<file path="src/p5h_pkg.sv">
// shared types, constants and arithmetic helpers for the degree-5 polynomial evaluator
package p5h_pkg;

   // fixed-point format of coefficients, argument and result
   localparam int unsigned DATA_WIDTH  = 32;
   localparam int unsigned FRAC_BITS   = 16;
   localparam int unsigned ACC_WIDTH   = 64;
   localparam int unsigned COEF_COUNT  = 6;
   localparam int unsigned CELL_COUNT  = COEF_COUNT - 1;
   localparam int unsigned CSR_IDX_W   = 3;
   // pipeline stages per horner cell, plus one output stage
   localparam int unsigned CELL_STAGES = 3;
   localparam int unsigned PIPE_DEPTH  = CELL_COUNT * CELL_STAGES + 1;

   // derivative order codes
   localparam logic [1:0] OP_VALUE = 2'd0;
   localparam logic [1:0] OP_D1    = 2'd1;
   localparam logic [1:0] OP_D2    = 2'd2;
   localparam logic [1:0] OP_D3    = 2'd3;

   // register indexes of the configuration port
   localparam logic [CSR_IDX_W-1:0] CSR_COEF0 = 3'd0;
   localparam logic [CSR_IDX_W-1:0] CSR_COEF5 = 3'd5;

   // falling-factorial multiple of local coefficient i for each derivative order
   localparam logic [5:0] KMUL_TABLE [0:3][0:5] = '{
      '{6'd1, 6'd1,  6'd1,  6'd1,  6'd1, 6'd1},
      '{6'd1, 6'd2,  6'd3,  6'd4,  6'd5, 6'd0},
      '{6'd2, 6'd6,  6'd12, 6'd20, 6'd0, 6'd0},
      '{6'd6, 6'd24, 6'd60, 6'd0,  6'd0, 6'd0}
   };

   typedef logic [COEF_COUNT-1:0][DATA_WIDTH-1:0] coef_bank_type;

   typedef struct packed {
      logic [1:0]                   op;
      logic signed [DATA_WIDTH-1:0] x;
   } req_type;

   typedef struct packed {
      logic signed [DATA_WIDTH-1:0] y;
      logic                         overflow;
   } rsp_type;

   // one item between pipeline stages
   typedef struct packed {
      logic                        valid;
      logic [1:0]                  op;
      logic                        ov;
      logic signed [DATA_WIDTH-1:0] x;
      logic signed [ACC_WIDTH-1:0]  t;
   } stage_type;

   typedef struct packed {
      logic                        ov;
      logic signed [ACC_WIDTH-1:0] val;
   } sat_type;

   // coefficient op+i scaled by its derivative multiple, zero when unused
   function automatic logic signed [ACC_WIDTH-1:0] coef_scale(
      input coef_bank_type bank,
      input logic [1:0]    op,
      input logic [2:0]    idx
   );
      logic [3:0]                    sel;
      logic [5:0]                    k;
      logic signed [DATA_WIDTH-1:0]  c;
      logic signed [DATA_WIDTH+6:0]  prod;
      sel  = {2'b00, op} + {1'b0, idx};
      k    = KMUL_TABLE[op][idx];
      c    = (sel < 4'(COEF_COUNT)) ? $signed(bank[sel[2:0]]) : '0;
      prod = c * $signed({1'b0, k});
      return {{(ACC_WIDTH-DATA_WIDTH-7){prod[DATA_WIDTH+6]}}, prod};
   endfunction

   // 64-bit add saturated to the signed range
   function automatic sat_type add_sat(
      input logic signed [ACC_WIDTH-1:0] a,
      input logic signed [ACC_WIDTH-1:0] b
   );
      logic signed [ACC_WIDTH:0] sum;
      sat_type                   r;
      sum = {a[ACC_WIDTH-1], a} + {b[ACC_WIDTH-1], b};
      r.ov = sum[ACC_WIDTH] != sum[ACC_WIDTH-1];
      if (r.ov) begin
         r.val = sum[ACC_WIDTH] ? {1'b1, {(ACC_WIDTH-1){1'b0}}} : {1'b0, {(ACC_WIDTH-1){1'b1}}};
      end else begin
         r.val = sum[ACC_WIDTH-1:0];
      end
      return r;
   endfunction

endpackage

</file>
<file path="src/p5h_out.sv">
// output stage: add the constant term, clip to 32 bits, hold the result beat
module p5h_out import p5h_pkg::*; (
   input  logic          clock,
   input  logic          reset,
   input  coef_bank_type coef_bank,
   input  stage_type     up_stage,
   output logic          up_en,
   output logic          rsp_valid,
   input  logic          rsp_ready,
   output rsp_type       rsp_data
);

   logic    rsp_valid_ff, rsp_valid_in;
   rsp_type rsp_data_ff, rsp_data_in;
   logic    en;
   sat_type acc_sum;
   logic    fits;

   assign en    = !rsp_valid_ff || rsp_ready;
   assign up_en = en;

   // last horner term, then clip the 64-bit sum to the result width
   assign acc_sum = add_sat(up_stage.t, coef_scale(coef_bank, up_stage.op, 3'd0));
   assign fits    = (&acc_sum.val[ACC_WIDTH-1:DATA_WIDTH-1])
                 || !(|acc_sum.val[ACC_WIDTH-1:DATA_WIDTH-1]);

   always_comb begin
      rsp_valid_in         = up_stage.valid;
      rsp_data_in.overflow = up_stage.ov | acc_sum.ov | !fits;
      if (fits) begin
         rsp_data_in.y = acc_sum.val[DATA_WIDTH-1:0];
      end else if (acc_sum.val[ACC_WIDTH-1]) begin
         rsp_data_in.y = {1'b1, {(DATA_WIDTH-1){1'b0}}};
      end else begin
         rsp_data_in.y = {1'b0, {(DATA_WIDTH-1){1'b1}}};
      end
   end

   // result register
   always_ff @(posedge clock) begin
      if (reset) begin
         rsp_valid_ff <= 1'b0;
      end else if (en) begin
         rsp_valid_ff <= rsp_valid_in;
         rsp_data_ff  <= rsp_data_in;
      end
   end

   assign rsp_valid = rsp_valid_ff;
   assign rsp_data  = rsp_data_ff;

endmodule

</file>
<file path="config.mk">
export PLATFORM = sky130hd
export DESIGN_NAME = p5h_out
export DESIGN_NICKNAME = d
export VERILOG_FILES = /design/src/p5h_pkg.sv /design/src/p5h_out.sv
export SDC_FILE = /design/constraint.sdc
export NUM_CORES = 1
export LEC_CHECK = 0
export ABC_AREA = 1
export BUFFER_PORTS_ARGS = -buffer_cell sky130_fd_sc_hd__buf_4
export CORE_MARGIN = 4
export CORE_UTILIZATION = 51
export DETAILED_ROUTE_END_ITERATION = 8
export PLACE_DENSITY = 0.87
export SYNTH_ARGS = -nofsm -noshare
export SYNTH_HDL_FRONTEND = slang
export SYNTH_SLANG_ARGS = --single-unit
</file>
<file path="constraint.sdc">
create_clock -name clock -period 7.59 [get_ports clock]
set_input_delay 0.759 -clock clock [delete_from_list [all_inputs] [get_ports clock]]
set_output_delay 0.759 -clock clock [all_outputs]
set_load 0.005 [all_outputs]
</file>
# Yosys cells after proc, flatten, opt, wreduce, memory -nomap -nowiden
# Index checks and enable logic that the tools add are counted.
# classes
n_addsub,1
multipliers,1
magnitude_cmp,3
n_eq_ne,1
n_mux,10
n_bitwise,4
n_reduce_logical,8
# ops
op,n
two-way mux 32 bit,4
two-way mux 64 bit,2
binary-select mux 36 bit (select 2 bit),1
two-way mux 36 bit,2
adder 64 x 39 -> 65 bit,1
binary-select mux 32 bit (select 2 bit),1
multiplier 32 x 7 -> 39 bit,1
AND reduction 33 bit,1
OR reduction 33 bit,1
less-than comparator 2 x 4 -> 1 bit (second input constant),1
>= comparator 3 bit (second input constant),1
zero test 1 bit,3
less-than comparator 2 x 3 -> 1 bit (second input constant),1
inverter 2 -> 3 bit,1
logical OR 1 bit,2
OR 1 bit,2
AND reduction 2 bit,1
inequality test 1 bit,1
inverter 1 bit,1
# totals
reg_bits,34
elab_cells,31

# Depth between registers and ports, before layout
# logic_depth
word_depth,13
depth_mapped,42

# Worst setup path before layout
# Ideal clock, no wire load.
# synth_timing
path_kind,input -> register
start,input up_stage[97] in the netlist's numbering
end,"register rsp_data_ff, in the netlist rsp_data[0] (data pin)"
setup_ps,263
t_arrival_ps,8078
t_required_ps,7327
path_slack_ps,-751
path_stages,38
n_path_buf,3
cell_sequence,buf_1 nor2_1 nor3_1 inv_1 a21oi_1 ha_1 inv_1 fa_1 inv_1 ha_1 inv_1 fa_1 inv_1 ha_1 nand2_1 inv_1 a21oi_1 nand2_1 [... 2 more ...] a21oi_1 nand2_1 nand2_1 nand3_1 or2_2 nand2_1 inv_1 ha_1 clkinv_1 clkbuf_1 nand3_1 nor2_1 nand2_1 nor2_1 nand3_2 nand2_4 buf_6 nand3_1
# synth_rtl
element,line_no,source
start: declaration,p5h_out.sv:6,"input stage_type up_stage,"
end signal: assignment,p5h_out.sv:45,rsp_data_ff <= rsp_data_in;
end: declaration,p5h_out.sv:14,"rsp_type rsp_data_ff, rsp_data_in;"

==> impl_metrics.toml <==
[power]
p_leak_nw = 9.66
p_per_area_nw_per_um2 = 294
ir_drop_mv = 0.330

[synth]
yosysWarnings = 0
synthesis.nets = 2781
async_flop_share_pct = 0
ys_ff_latch = 34
synth_area_leader_cell = "fa_1"
ys_types = 36
synth_area_leaders = "fa_1 (18%), nand2_1 (18%), inv_1 (17%)"
synth-edff-count = 33
synthCells = 2199
synthTopCellsByCount = "nand2_1 (643), inv_1 (615), nor2_1 (216), ha_1 (163), fa_1 (124)"
yosysMostFrequentCell = "nand2_1"
ys.flop_type = "edfxtp_1"
yosysTopAreaCellShare_pct = 18.4
syn_area_um2 = 13500
syn-mean-instance-area_um2 = 6.14
yosysSeqAreaShare_pct = 7.49

[global_route]
grt_start_max_net_pins = 59
antenna_found_initial = 0
grt_use_total_pct = 31.1
grtUsageMet2_pct = 58.9
top_usage_layer = "met2"
met1_usage_pct = 37.6
grt-ovfl-total = 0
gr-usage-met3_pct = 2.61
grt_pass1_vias = 14315
grt_pass1_wl_mm = 72.0

[hold_path]
min_path_type = "reg -> reg"
hold_depth = 2

[timing]
fin_skew_ns = 0.00527
rsz0062_at_grt = "false"
drv_slew = 0
tightest_slew_ns = 1.06
fin_setup_tns_ns = 0
final.period_utilization_pct = 93.5
max_freq_mhz = 141
hold_ws_ns = 0.539
setup_viol = 0
finalHoldViolCount = 0
relSlewSlack_pct = 29.0
period_minus_slack_ns = 7.09

[die]
die_w_um = 171
core_um2 = 26100
dieArea_um2 = 29100
chipHeight_um = 171
num_rows = 59
io_pins = 330
initial_core_util_pct = 51.8

[drt]
avgViaCountPerCell = 5.05
antenna_left = 0
drtIter0Drc = 940
routedWlPerCell_um = 16.3
vias = 13988
wl_mm = 45.3
drcViolationCount = 0
drtPass1Iterations = 6

[cts]
cts-root-buf = "clkbuf_16"
clk_latency_ns = 0.28
clock_sinks = 34
cts_buffer_depth = 2
clk_pin_slew_ns = 0.06
cts-hold-fix-buffers = 0
cts_tree = "yes"
h-tree-depth = 2
cts-buffers-inserted = 5

[critical_path]
critPathMaxStageDelay_ns = 0.55
cp_max_fo = 32
cp.required_ns = 7.61
start_kind = "input pin"
cp_slowest_cell = "fa_1"
arrival_ns = 7.12
end_kind = "flip-flop"
path_class = "in -> reg"
cpMostUsedCell = "nand2_1"
r2r_cells = 1

[outcome]
status = "completed"

[cells_and_area]
layout.nets = 3017
layout-area-overhead-vs-synth_pct = 19.8
antenna_cells = 0
fillCellCount = 2480
drive_gt1_share_pct = 15.4

[placement]
gp_congestion = 0.947
hpwl_mm = 40.3
io_buffers = 233

[flow_run]
cap_viol_max_count = 0
==> metrics by stage <==
step	std cells	utilization [%]	power (W)	setup slack [ns]	instance area, µm²
finish	2771	62.0	0.00475	0.495	16200
CTS	2770	61.9	0.00470	0.385	16100
global placement	2762	61.4	0.00436	0.227	16000
floorplan	2199	-	0.00318	-0.0564	13800
detailed placement	2762	61.4	0.00445	0.141	16000
global route	2771	62.0	0.00525	0.0633	16200
==> path summary, 6_finish.rpt <==
kind / from / slack, ns / end
max reg2reg: rsp_valid / 6.02 / rsp_data[23]
max: up_stage[97] / 0.50 / rsp_data[0]
min: rsp_valid / 0.54 / rsp_valid
min reg2reg: rsp_valid / 0.54 / rsp_valid
==> flip-flops by register name (all words and copies together), names as in the netlist <==
signal     count
rsp_data      33
rsp_valid      1
==> cells in the final DEF, fill, tap and decap left out, types with 8 or more instances in the layout <==
| cell | count |
|---|---|
| nand2_1 | 639 |
| ha_1 | 148 |
| inv_2 | 8 |
| o21bai_1 | 11 |
| xnor2_1 | 26 |
| o21ai_0 | 61 |
| a31o_2 | 26 |
| nor3_1 | 14 |
| nor2_1 | 215 |
| nand3_1 | 88 |
| inv_1 | 610 |
| nor2_2 | 18 |
| buf_4 | 262 |
| ha_4 | 13 |
| nand3b_1 | 10 |
| fa_1 | 124 |
| edfxtp_1 | 33 |
| nand4_1 | 13 |
| a21oi_1 | 55 |
==> layer usage <==
metal / vias up / part of all wire (%)
li1: 7002 / -
met1: 6398 / 40
met2: 490 / 51
met3: 98 / 5.3
met4: 0 / 3.7
met5: - / 0
==> cell families (layout without fill, tap and decap cells) <==
logic type / Yosys count / count (layout) / synth area share [%]
xor gates and xnor gates: 27 / 27 / 1.75
and+or+nand+nor: 1029 / 1029 / 31.3
buffers and inverters: 656 / 893 / 18.6
muxes: 5 / 5 / 0.371
AOI/OAI and AO/OA: 161 / 161 / 6.96
adders and majority gates: 287 / 287 / 33.5
DFF: 34 / 34 / 7.49
==> final cells by class <==
| type | instances | area, µm² | share of cell area [%] |
|---|---|---|---|
| multi-input cells | 1509 | 10200 | 63.3 |
| inverters | 621 | 2350 | 14.5 |
| repair buffers | 264 | 2010 | 12.4 |
| flip-flops and latches | 34 | 1010 | 6.25 |
| well taps | 335 | 419 | 2.59 |
| clock buffers | 6 | 139 | 0.859 |
| clock inverters | 2 | 12.5 | 0.0774 |
==> worst max-delay path: cells and delay by family <==
kind | cells | cell delay (ns)
adders and majority gates | 6 | 2.17
and+or+nand+nor | 20 | 2.84
AOI/OAI and AO/OA | 1 | 0.16
buffers and inverters | 10 | 1.13
==> what timing repair did <==
action	4_1_cts	5_1_grt
setup buffers	0	1
endpoints found under the hold margin	0	0
setup endpoints to repair	0	32
gates resized for setup	0	5
==> power breakdown <==
group	internal, W	switching (W)
clock network	0.000130	0.0000759
registers	0.000383	0.0000280
logic	0.00146	0.00268
total	0.00197	0.00278
(Power assumes the default switching activity.)
